`src/hdl/dcs_pkg.sv`:
```
// ----------------------------------------------------------------------------
// dcs_pkg
// Types, constants and helper functions for the descriptor checksum block.
// ----------------------------------------------------------------------------
package dcs_pkg;

    localparam int ACC_W     = 40;
    localparam int SYM_W     = 5;
    localparam int POS_W     = 7;
    localparam int CHAR_W    = 8;
    localparam int NUM_CHARS = 8;
    localparam int CNT_W     = 3;

    // two zero steps per cycle, eight zero steps in total
    localparam logic [CNT_W-1:0] STEP_LAST = 3'd3;
    localparam logic [CNT_W-1:0] CHAR_LAST = 3'(NUM_CHARS - 1);

    localparam logic [ACC_W-1:0] ACC_INIT = 40'h1;
    localparam logic [ACC_W-1:0] GEN0     = 40'hf5dee51989;
    localparam logic [ACC_W-1:0] GEN1     = 40'ha9fdca3312;
    localparam logic [ACC_W-1:0] GEN2     = 40'h1bab10e32d;
    localparam logic [ACC_W-1:0] GEN3     = 40'h3706b1677a;
    localparam logic [ACC_W-1:0] GEN4     = 40'h644d626ffd;

    typedef struct packed {
        logic             ok;
        logic [POS_W-1:0] pos;
    } t_pos;

    // finished accumulator handed from the accumulator to the finisher
    typedef struct packed {
        logic             valid;
        logic             bad;
        logic [ACC_W-1:0] acc;
    } t_fin_req;

    typedef struct packed {
        logic [CHAR_W-1:0] checksum_char;
        logic              bad_input;
        logic              last_result;
    } t_out_word;

    function automatic logic [ACC_W-1:0] pm_step(input logic [ACC_W-1:0] c,
                                                 input logic [SYM_W-1:0] v);
        logic [SYM_W-1:0] top;
        logic [ACC_W-1:0] r;
        top = c[ACC_W-1 -: SYM_W];
        r   = {c[ACC_W-SYM_W-1:0], {SYM_W{1'b0}}} ^ {{(ACC_W-SYM_W){1'b0}}, v};
        if (top[0]) r = r ^ GEN0;
        if (top[1]) r = r ^ GEN1;
        if (top[2]) r = r ^ GEN2;
        if (top[3]) r = r ^ GEN3;
        if (top[4]) r = r ^ GEN4;
        return r;
    endfunction

    // position of a byte in the 95-symbol input charset
    function automatic t_pos pos_of(input logic [7:0] b);
        t_pos       p;
        logic [7:0] d;
        p.ok = 1'b1;
        d    = 8'h00;
        case (b) inside
            [8'h30:8'h39]: d = b - 8'd48;   // 0-9
            8'h28:         d = 8'd10;       // (
            8'h29:         d = 8'd11;       // )
            8'h5b:         d = 8'd12;       // [
            8'h5d:         d = 8'd13;       // ]
            8'h2c:         d = 8'd14;       // ,
            8'h27:         d = 8'd15;       // apostrophe
            8'h2f:         d = 8'd16;       // /
            8'h2a:         d = 8'd17;       // *
            [8'h61:8'h68]: d = b - 8'd79;   // a-h
            8'h40:         d = 8'd26;       // @
            8'h3a:         d = 8'd27;       // :
            8'h24:         d = 8'd28;       // $
            8'h25:         d = 8'd29;       // %
            8'h7b:         d = 8'd30;       // {
            8'h7d:         d = 8'd31;       // }
            [8'h49:8'h5a]: d = b - 8'd41;   // I-Z
            8'h26:         d = 8'd50;       // &
            8'h2b:         d = 8'd51;       // +
            8'h2d:         d = 8'd52;       // -
            8'h2e:         d = 8'd53;       // .
            8'h3b:         d = 8'd54;       // ;
            8'h3c:         d = 8'd55;       // <
            8'h3d:         d = 8'd56;       // =
            8'h3e:         d = 8'd57;       // >
            8'h3f:         d = 8'd58;       // ?
            8'h21:         d = 8'd59;       // !
            8'h5e:         d = 8'd60;       // ^
            8'h5f:         d = 8'd61;       // _
            8'h7c:         d = 8'd62;       // |
            8'h7e:         d = 8'd63;       // ~
            [8'h69:8'h7a]: d = b - 8'd41;   // i-z
            [8'h41:8'h48]: d = b + 8'd17;   // A-H
            8'h60:         d = 8'd90;       // backtick
            8'h23:         d = 8'd91;       // #
            8'h22:         d = 8'd92;       // double quote
            8'h5c:         d = 8'd93;       // backslash
            8'h20:         d = 8'd94;       // space
            default:       p.ok = 1'b0;
        endcase
        p.pos = d[POS_W-1:0];
        return p;
    endfunction

    function automatic logic [CHAR_W-1:0] out_char(input logic [SYM_W-1:0] s);
        logic [CHAR_W-1:0] c;
        case (s)
            5'd0:    c = "q";
            5'd1:    c = "p";
            5'd2:    c = "z";
            5'd3:    c = "r";
            5'd4:    c = "y";
            5'd5:    c = "9";
            5'd6:    c = "x";
            5'd7:    c = "8";
            5'd8:    c = "g";
            5'd9:    c = "f";
            5'd10:   c = "2";
            5'd11:   c = "t";
            5'd12:   c = "v";
            5'd13:   c = "d";
            5'd14:   c = "w";
            5'd15:   c = "0";
            5'd16:   c = "s";
            5'd17:   c = "3";
            5'd18:   c = "j";
            5'd19:   c = "n";
            5'd20:   c = "5";
            5'd21:   c = "4";
            5'd22:   c = "k";
            5'd23:   c = "h";
            5'd24:   c = "c";
            5'd25:   c = "e";
            5'd26:   c = "6";
            5'd27:   c = "m";
            5'd28:   c = "u";
            5'd29:   c = "a";
            5'd30:   c = "7";
            default: c = "l";
        endcase
        return c;
    endfunction

endpackage

```
`src/hdl/dcs_ifs.sv`:
```
// ----------------------------------------------------------------------------
// dcs_ifs
// Valid/ready channel interfaces for descriptor bytes and checksum words.
// ----------------------------------------------------------------------------
interface dcs_in_if;
    logic       valid;
    logic       ready;
    logic [7:0] symbol_byte;
    logic       has_byte;
    logic       is_last;

    modport source (output valid, output symbol_byte, output has_byte,
                    output is_last, input ready);
    modport sink   (input valid, input symbol_byte, input has_byte,
                    input is_last, output ready);
endinterface

interface dcs_out_if;
    logic       valid;
    logic       ready;
    logic [7:0] checksum_char;
    logic       bad_input;
    logic       last_result;

    modport source (output valid, output checksum_char, output bad_input,
                    output last_result, input ready);
    modport sink   (input valid, input checksum_char, input bad_input,
                    input last_result, output ready);
endinterface

```
`src/hdl/dcs_acc.sv`:
```
// ----------------------------------------------------------------------------
// dcs_acc
// Per-byte polymod accumulator with group folding and a handoff register
// that holds the finished accumulator of a string until the finisher takes it.
// ----------------------------------------------------------------------------
module dcs_acc (
    input  logic                     i_clk,
    input  logic                     i_rst_n,
    input  logic                     i_fire,
    input  logic [7:0]               i_byte,
    input  logic                     i_has,
    input  logic                     i_last,
    input  logic                     i_take,
    output dcs_pkg::t_fin_req        o_req
);

    logic [dcs_pkg::ACC_W-1:0] r_acc, n_acc;
    logic [dcs_pkg::SYM_W-1:0] r_gs, n_gs;
    logic [1:0]                r_fill, n_fill;
    logic                      r_bad, n_bad;
    dcs_pkg::t_fin_req         r_req, n_req;

    dcs_pkg::t_pos             lk;
    logic [dcs_pkg::ACC_W-1:0] acc_a, acc_b, acc_fin;
    logic [dcs_pkg::SYM_W-1:0] gs_a;
    logic [1:0]                fill_a;

    always_comb begin
        lk     = dcs_pkg::pos_of(i_byte);
        acc_b  = r_acc;
        gs_a   = r_gs;
        fill_a = r_fill;
        n_bad  = r_bad | (i_has & ~lk.ok);
        acc_a  = dcs_pkg::pm_step(r_acc, lk.pos[dcs_pkg::SYM_W-1:0]);
        if (i_has && lk.ok && !r_bad) begin
            // group symbol: base-3 fold of the position's upper bits
            gs_a   = {r_gs[3:0], 1'b0} + r_gs + {3'b000, lk.pos[6:5]};
            fill_a = r_fill + 2'd1;
            acc_b  = acc_a;
            if (fill_a == 2'd3) begin
                acc_b  = dcs_pkg::pm_step(acc_a, gs_a);
                gs_a   = '0;
                fill_a = 2'd0;
            end
        end
        // flush a partial group at the end of the string
        acc_fin = (fill_a != 2'd0) ? dcs_pkg::pm_step(acc_b, gs_a) : acc_b;

        n_acc  = r_acc;
        n_gs   = r_gs;
        n_fill = r_fill;
        n_req  = r_req;
        if (i_take) begin
            n_req.valid = 1'b0;
        end
        if (i_fire) begin
            if (i_last) begin
                n_req.valid = 1'b1;
                n_req.bad   = n_bad;
                n_req.acc   = acc_fin;
                n_acc       = dcs_pkg::ACC_INIT;
                n_gs        = '0;
                n_fill      = 2'd0;
                n_bad       = 1'b0;
            end else begin
                n_acc  = acc_b;
                n_gs   = gs_a;
                n_fill = fill_a;
            end
        end else begin
            n_bad = r_bad;
        end
    end

    always_ff @(posedge i_clk) begin
        if (!i_rst_n) begin
            r_acc       <= dcs_pkg::ACC_INIT;
            r_gs        <= '0;
            r_fill      <= 2'd0;
            r_bad       <= 1'b0;
            r_req.valid <= 1'b0;
        end else begin
            r_acc       <= n_acc;
            r_gs        <= n_gs;
            r_fill      <= n_fill;
            r_bad       <= n_bad;
            r_req.valid <= n_req.valid;
        end
        r_req.bad <= n_req.bad;
        r_req.acc <= n_req.acc;
    end

    assign o_req = r_req;

endmodule

```
`src/hdl/dcs_fin.sv`:
```
// ----------------------------------------------------------------------------
// dcs_fin
// Runs the eight zero steps on a finished accumulator and sends out the
// eight checksum characters, or one error word, through an output register.
// ----------------------------------------------------------------------------
module dcs_fin (
    input  logic                 i_clk,
    input  logic                 i_rst_n,
    input  dcs_pkg::t_fin_req    i_req,
    output logic                 o_take,
    input  logic                 i_out_ready,
    output logic                 o_out_valid,
    output dcs_pkg::t_out_word   o_out
);

    typedef enum logic [2:0] {
        S_IDLE = 3'b001,
        S_STEP = 3'b010,
        S_EMIT = 3'b100
    } t_state;

    t_state                     r_state, n_state;
    logic [dcs_pkg::ACC_W-1:0]  r_fin, n_fin;
    logic                       r_bad, n_bad;
    logic [dcs_pkg::CNT_W-1:0]  r_cnt, n_cnt;
    logic                       r_ov, n_ov;
    dcs_pkg::t_out_word         r_word, n_word;

    logic                       slot_free;
    logic [dcs_pkg::ACC_W-1:0]  two_steps;

    assign slot_free = !r_ov || i_out_ready;
    assign o_take    = i_req.valid && (r_state == S_IDLE);

    always_comb begin
        two_steps = dcs_pkg::pm_step(dcs_pkg::pm_step(r_fin, '0), '0);
        n_state   = r_state;
        n_fin     = r_fin;
        n_bad     = r_bad;
        n_cnt     = r_cnt;
        n_word    = r_word;
        n_ov      = r_ov && !i_out_ready;
        unique case (r_state)
            S_IDLE: begin
                if (i_req.valid) begin
                    n_fin   = i_req.acc;
                    n_bad   = i_req.bad;
                    n_cnt   = '0;
                    n_state = i_req.bad ? S_EMIT : S_STEP;
                end
            end
            S_STEP: begin
                n_fin = two_steps;
                n_cnt = r_cnt + 3'd1;
                if (r_cnt == dcs_pkg::STEP_LAST) begin
                    n_fin   = two_steps ^ dcs_pkg::ACC_INIT;
                    n_cnt   = '0;
                    n_state = S_EMIT;
                end
            end
            S_EMIT: begin
                if (slot_free) begin
                    n_ov = 1'b1;
                    if (r_bad) begin
                        n_word.checksum_char = '0;
                        n_word.bad_input     = 1'b1;
                        n_word.last_result   = 1'b1;
                        n_state              = S_IDLE;
                    end else begin
                        // most significant symbol first
                        n_word.checksum_char =
                            dcs_pkg::out_char(r_fin[dcs_pkg::ACC_W-1 -: dcs_pkg::SYM_W]);
                        n_word.bad_input     = 1'b0;
                        n_word.last_result   = (r_cnt == dcs_pkg::CHAR_LAST);
                        n_fin = {r_fin[dcs_pkg::ACC_W-dcs_pkg::SYM_W-1:0],
                                 {dcs_pkg::SYM_W{1'b0}}};
                        n_cnt = r_cnt + 3'd1;
                        if (r_cnt == dcs_pkg::CHAR_LAST) begin
                            n_state = S_IDLE;
                        end
                    end
                end
            end
            default: n_state = S_IDLE;
        endcase
    end

    always_ff @(posedge i_clk) begin
        if (!i_rst_n) begin
            r_state <= S_IDLE;
            r_cnt   <= '0;
            r_ov    <= 1'b0;
        end else begin
            r_state <= n_state;
            r_cnt   <= n_cnt;
            r_ov    <= n_ov;
        end
        r_fin  <= n_fin;
        r_bad  <= n_bad;
        r_word <= n_word;
    end

    assign o_out_valid = r_ov;
    assign o_out       = r_word;

endmodule

```
`src/hdl/descriptor_checksum.sv`:
```
// ----------------------------------------------------------------------------
// descriptor_checksum
// Streaming output descriptor checksum: bytes in, eight checksum characters
// (or one error word) out at the end of each string.
// ----------------------------------------------------------------------------
//  channel | dir | fields                                  | word
//  i_in    | in  | symbol_byte, has_byte, is_last          | one text byte
//  o_out   | out | checksum_char, bad_input, last_result   | one result
//
//  one byte per cycle; a byte is folded into the accumulator in the cycle
//  it is taken. the finisher takes an ended string, runs the zero steps on a
//  good one and sends 8 characters (one per cycle when o_out is ready).
//  input stalls only after a string ends while the finisher is still busy
//  with the previous one; ready then stays low until the finisher takes it.
//  synchronous active-low reset clears all control state.
// ----------------------------------------------------------------------------
module descriptor_checksum (
    input  logic       i_clk,
    input  logic       i_rst_n,
    dcs_in_if.sink     i_in,
    dcs_out_if.source  o_out
);

    dcs_pkg::t_fin_req   req;
    dcs_pkg::t_out_word  word;
    logic                take;
    logic                fire;
    logic                out_valid;

    // the held string leaves in the same cycle it is taken
    assign i_in.ready = !req.valid || take;
    assign fire       = i_in.valid && i_in.ready;

    dcs_acc u_acc (
        .i_clk   (i_clk),
        .i_rst_n (i_rst_n),
        .i_fire  (fire),
        .i_byte  (i_in.symbol_byte),
        .i_has   (i_in.has_byte),
        .i_last  (i_in.is_last),
        .i_take  (take),
        .o_req   (req)
    );

    dcs_fin u_fin (
        .i_clk       (i_clk),
        .i_rst_n     (i_rst_n),
        .i_req       (req),
        .o_take      (take),
        .i_out_ready (o_out.ready),
        .o_out_valid (out_valid),
        .o_out       (word)
    );

    assign o_out.valid         = out_valid;
    assign o_out.checksum_char = word.checksum_char;
    assign o_out.bad_input     = word.bad_input;
    assign o_out.last_result   = word.last_result;

endmodule

```
`src/flat_wrapper.sv`:
```
// flat-port wrapper written by rule: the top's interface ports become plain ports
module descriptor_checksum_flat 
  (i_clk, i_rst_n, i_in_valid, i_in_symbol_byte, i_in_has_byte, i_in_is_last, i_in_ready, o_out_valid, o_out_checksum_char, o_out_bad_input, o_out_last_result, o_out_ready);
  dcs_in_if i_in_i ();
  dcs_out_if o_out_i ();
  input  logic i_clk;
  input  logic i_rst_n;
  input wire logic [$bits(i_in_i.valid)-1:0] i_in_valid;
  input wire logic [$bits(i_in_i.symbol_byte)-1:0] i_in_symbol_byte;
  input wire logic [$bits(i_in_i.has_byte)-1:0] i_in_has_byte;
  input wire logic [$bits(i_in_i.is_last)-1:0] i_in_is_last;
  output wire logic [$bits(i_in_i.ready)-1:0] i_in_ready;
  output wire logic [$bits(o_out_i.valid)-1:0] o_out_valid;
  output wire logic [$bits(o_out_i.checksum_char)-1:0] o_out_checksum_char;
  output wire logic [$bits(o_out_i.bad_input)-1:0] o_out_bad_input;
  output wire logic [$bits(o_out_i.last_result)-1:0] o_out_last_result;
  input wire logic [$bits(o_out_i.ready)-1:0] o_out_ready;
  assign i_in_i.valid = i_in_valid;
  assign i_in_i.symbol_byte = i_in_symbol_byte;
  assign i_in_i.has_byte = i_in_has_byte;
  assign i_in_i.is_last = i_in_is_last;
  assign i_in_ready = i_in_i.ready;
  assign o_out_valid = o_out_i.valid;
  assign o_out_checksum_char = o_out_i.checksum_char;
  assign o_out_bad_input = o_out_i.bad_input;
  assign o_out_last_result = o_out_i.last_result;
  assign o_out_i.ready = o_out_ready;
  descriptor_checksum u_core (.i_clk(i_clk), .i_rst_n(i_rst_n), .i_in(i_in_i), .o_out(o_out_i));
endmodule
```
`config.mk`:
```
export PLATFORM = sky130hd
export DESIGN_NAME = descriptor_checksum_flat
export DESIGN_NICKNAME = d
export VERILOG_FILES = /design/src/hdl/dcs_pkg.sv /design/src/hdl/dcs_ifs.sv /design/src/hdl/dcs_acc.sv /design/src/hdl/dcs_fin.sv /design/src/hdl/descriptor_checksum.sv /design/src/flat_wrapper.sv
export SDC_FILE = /design/constraint.sdc
export NUM_CORES = 1
export LEC_CHECK = 0
export ABC_AREA = 1
export BUFFER_PORTS_ARGS = -buffer_cell sky130_fd_sc_hd__clkbuf_2
export CORE_ASPECT_RATIO = 1.4
export CORE_MARGIN = 10
export CORE_UTILIZATION = 37
export DETAILED_ROUTE_END_ITERATION = 8
export PLACE_DENSITY_LB_ADDON = 0.3
export SLEW_MARGIN = 20
export SYNTH_ARGS = -nofsm -noshare
export SYNTH_HDL_FRONTEND = slang
export SYNTH_SLANG_ARGS = --single-unit
```
`constraint.sdc`:
```
create_clock -name i_clk -period 8.1 [get_ports i_clk]
set_input_delay 1.62 -clock i_clk [delete_from_list [all_inputs] [get_ports i_clk]]
set_output_delay 1.62 -clock i_clk [all_outputs]
set_load 0.02 [all_outputs]
```
==> flow_summary_export.csv <==
group,metric,value,unit
finish,area_delta_synth_final,8.77,%
die,start_util,37.5,%
global_route,use_met3,2.08,%
placed_design,hpwl,28900,um
drt,firstDrtPassIters,6,
power_and_ir_drop,p_leak,5.50,nW
clocking,clock_latency,0.44,ns
finish,seqCellArea,3850,um^2
logic_synthesis,synth-compound-area-share,15.2,%
placed_design,gp_congestion,0.932,
clocking,cts_sinks,147,
power_and_ir_drop,switchingPower,2.35,mW
worst_setup_path,slowest_delay,0.45,ns
drt,drt_wl_total,37800,um
die,core,33300,um^2
global_route,grt-ovfl-total,0,
global_route,track_usage,17.9,%
finish,multi_input_area,7690,um^2
drt,ant_nets,0,
timing,rsz0062_at_grt,"false",
clocking,clockRootBuffer,"clkbuf_16",
logic_synthesis,netlist_instances,1690,
drt,drc,0,
global_route,grt_max_degree,54,
drt,vias,10997,
global_route,first_global_vias,10907,
worst_setup_path,worstSetupStartpointType,"primary input",
power_and_ir_drop,clockPowerShare,16.3,%
drt,drtIter0Drc,701,
global_route,busiest_layer,"met2",
logic_synthesis,netlist_area,12500,um^2
logic_synthesis,synth_edf_count,91,
logic_synthesis,synth-seq-area-share,30.9,%
placed_design,io_buffers,24,
finish,post_route_cells_drive_above_1_share,10.5,%
timing,period_share,72.1,%
logic_synthesis,yosysMostFrequentCell,"nand2_1",
timing,slew_headroom,26.4,%
worst_setup_path,path_buf_inv,4,
timing,maxSlewViolCount,0,
worst_setup_path,rrSetupSlack,3.76,ns
logic_synthesis,synthMuxAreaShare,0.160,%
worst_setup_path,critPathCaptureType,"register",
timing,skew,0.0131,ns
worst_setup_path,r2r_cells,19,
power_and_ir_drop,powerDensity,358,nW/um^2
die,die_x,175,um
timing,max_freq,171,MHz
logic_synthesis,yosys_warnings,0,
timing,max_slew.worst_pin.slew,1.09,ns
finish,nets,1716,
logic_synthesis,avgSynthCellArea,7.39,um^2
logic_synthesis,yosysUniqueCellTypes,60,
placed_design,dp.cells,2104,
finish,stdcell_count,2137,
global_route,antenna_found_initial,0,
worst_setup_path,r2r_start,"u_core.u_acc.r_acc[35]$_SDFFE_PN0P_",
global_route,grt_first_pass_wirelength,59100,um
worst_setup_path,cp_max_fo,8,
die,die-area,41600,um^2
flow_run,max_cap_violations,0,
hold_path,min_from,"u_core.u_acc.r_acc[8]$_SDFFE_PN0P_",
clocking,hold_buffers,0,
logic_synthesis,synth-seq-cells,147,
power_and_ir_drop,intPower,2.51,mW
hold_path,worst_hold_path.endpoint,"u_core.u_acc.r_acc[8]$_SDFFE_PN0P_",
global_route,grt_use_met2,33.9,%
outcome,outcome,"finished, final reports clean",
worst_setup_path,worst_path_most_repeated_cell,"xor2_1",
power_and_ir_drop,seqPwrFrac,25.0,%
clocking,clk_pin_slew,0.06,ns
timing,hold_viol,0,
logic_synthesis,synthFlopType,"edfxtp_1",
logic_synthesis,netlist.top_cell.by_area,"edfxtp_1",
finish,n_fill_cell,3435,
clocking,cts_tree,"done",
die,ios,26,
power_and_ir_drop,swShare,48.3,%
clocking,ctsLongestPathBuffers,2,
worst_setup_path,critPathSlowestCell,"fa_1",
hold_path,hold_depth,2,
hold_path,hp-class,"register to register",
clocking,numCtsBuffers,17,
worst_setup_path,reg2reg_to,"u_core.u_acc.o_req[3]$_DFFE_PP_",
worst_setup_path,cp.required,8.26,ns
timing,tns,0,ns
finish,n_antenna_cell,0,
die,die_h,237,um
logic_synthesis,ys_top_cells_by_area,"edfxtp_1, xor2_1, nand2_1, dfxtp_1, xnor2_1",
power_and_ir_drop,vdd_drop_max,0.214,mV
clocking,htreeDepth,4,
logic_synthesis,synth_largest_type_area_fraction,21.9,%
worst_setup_path,crit_type,"primary input to register",
timing,layout_min_cycle_time,5.84,ns
logic_synthesis,postSynth.asyncResetShare,0,%
logic_synthesis,syn_nets,1727,
die,rows,79,
global_route,met1_usage,18.6,%
clocking,cts_resized,0,
drt,avgViaCountPerCell,5.15,
timing,finalSetupViolCount,0,
logic_synthesis,synth_top_family_by_area,"simple AND/OR/NAND/NOR gates",
clocking,cts_setup_buffers,0,
logic_synthesis,synth_adder_area_share,2.43,%
logic_synthesis,synth_xor_area_share,20.1,%
logic_synthesis,yosys-top-cells-count,"nand2_1, xor2_1, inv_1",
drt,wire_per_inst,17.7,um
logic_synthesis,yosys.area_share.simple,23.5,%
worst_setup_path,worstPathArrival,6.00,ns
worst_setup_path,path_delay_family,"adder cells",
power_and_ir_drop,comb_power_share,58.7,%
final cells by class:
cell class              count  share of cell area, %
multi-input cells        1302                   56.7
flip-flops and latches    147                   28.4
inverters                 174                   4.90
well taps                 445                   4.10
clock buffers              18                   3.23
repair buffers             37                   1.70
clock inverters            14                   1.03
stage by stage:
step                hold WS (ns)  setup slack [ns]  power (mW)  util (%)  area, um^2
floorplan                  0.443              2.64        3.39         -       12500
global placement           0.454              1.85        4.00      39.0       13000
detailed placement         0.460              1.79        4.03      39.0       13000
CTS                        0.469              2.24        4.85      40.7       13600
global route               0.499              1.79        5.19      40.8       13600
finish                     0.470              2.26        4.86      40.8       13600
power groups by stage:
| stage | Clock (mW) | Sequential, mW | Combinational (mW) |
|---|---|---|---|
| 6_report | 0.793 | 1.21 | 2.85 |
| 5_1_grt | 0.828 | 1.23 | 3.13 |
| 4_1_cts | 0.804 | 1.21 | 2.83 |
| 3_5_place_dp | 0 | 1.23 | 2.80 |
| 3_3_place_gp | 0 | 1.22 | 2.77 |
| 2_1_floorplan | 0 | 1.15 | 2.24 |
kinds of logic (layout without fill, tap and decap cells):
logic type	after synthesis	in the layout
buffers and inverters	241	243
AOI/OAI and AO/OA	320	320
muxes	2	2
DFF	147	147
other	1	1
xor gates and xnor gates	270	270
adders and majority gates	23	23
and+or+nand+nor	686	686
cells in the final DEF (no fill, tap or decap), drive strengths merged, types with 56 or more instances in the layout:
cell type	netlist	layout
nand3	57	57
inv	170	178
dfxtp	56	56
nor2	131	131
xor2	187	187
a21oi	90	90
edfxtp	91	91
nand2	441	441
xnor2	83	83
o21ai	142	142
how the worst max path moves through the flow:
stage                              from                         endpoint  slack (ns)  cells after the start
CTS                 i_in_symbol_byte[0]  u_core.u_acc.o_req[8]$_DFFE_PP_        2.24                     26
finish              i_in_symbol_byte[4]  u_core.u_acc.o_req[8]$_DFFE_PP_        2.26                     25
floorplan           i_in_symbol_byte[4]  u_core.u_acc.o_req[8]$_DFFE_PP_        2.64                     23
detailed placement  i_in_symbol_byte[0]  u_core.u_acc.o_req[8]$_DFFE_PP_        1.79                     26
global placement    i_in_symbol_byte[4]  u_core.u_acc.o_req[8]$_DFFE_PP_        1.85                     24
global route        i_in_symbol_byte[0]  u_core.u_acc.o_req[8]$_DFFE_PP_        1.79                     26
metal layers:
layer	wire (um)	vias to the layer above
met3	1280	95
met4	1980	0
met2	20300	299
met1	14200	5135
met5	0	-
li1	-	5468
worst min-delay path: stages, from the launching register on:
cell and delay [ns]:
dfxtp_1 0.31, nand2_1 0.06, a21oi_1 0.05
flip-flops by register name (all words and copies together) (netlist names):
signal,count
u_core.u_fin.r_cnt,3
u_core.u_fin.r_fin,40
u_core.u_fin.o_out,9
u_core.u_acc.o_req,42
u_core.u_fin.r_state,3
u_core.u_acc.r_acc,40
u_core.u_acc.r_gs,5
u_core.u_fin.r_bad,1
u_core.u_acc.r_bad,1
u_core.u_fin.o_out_valid,1
u_core.u_acc.r_fill,2
Note: power is estimated with default switching activity, not from simulation.
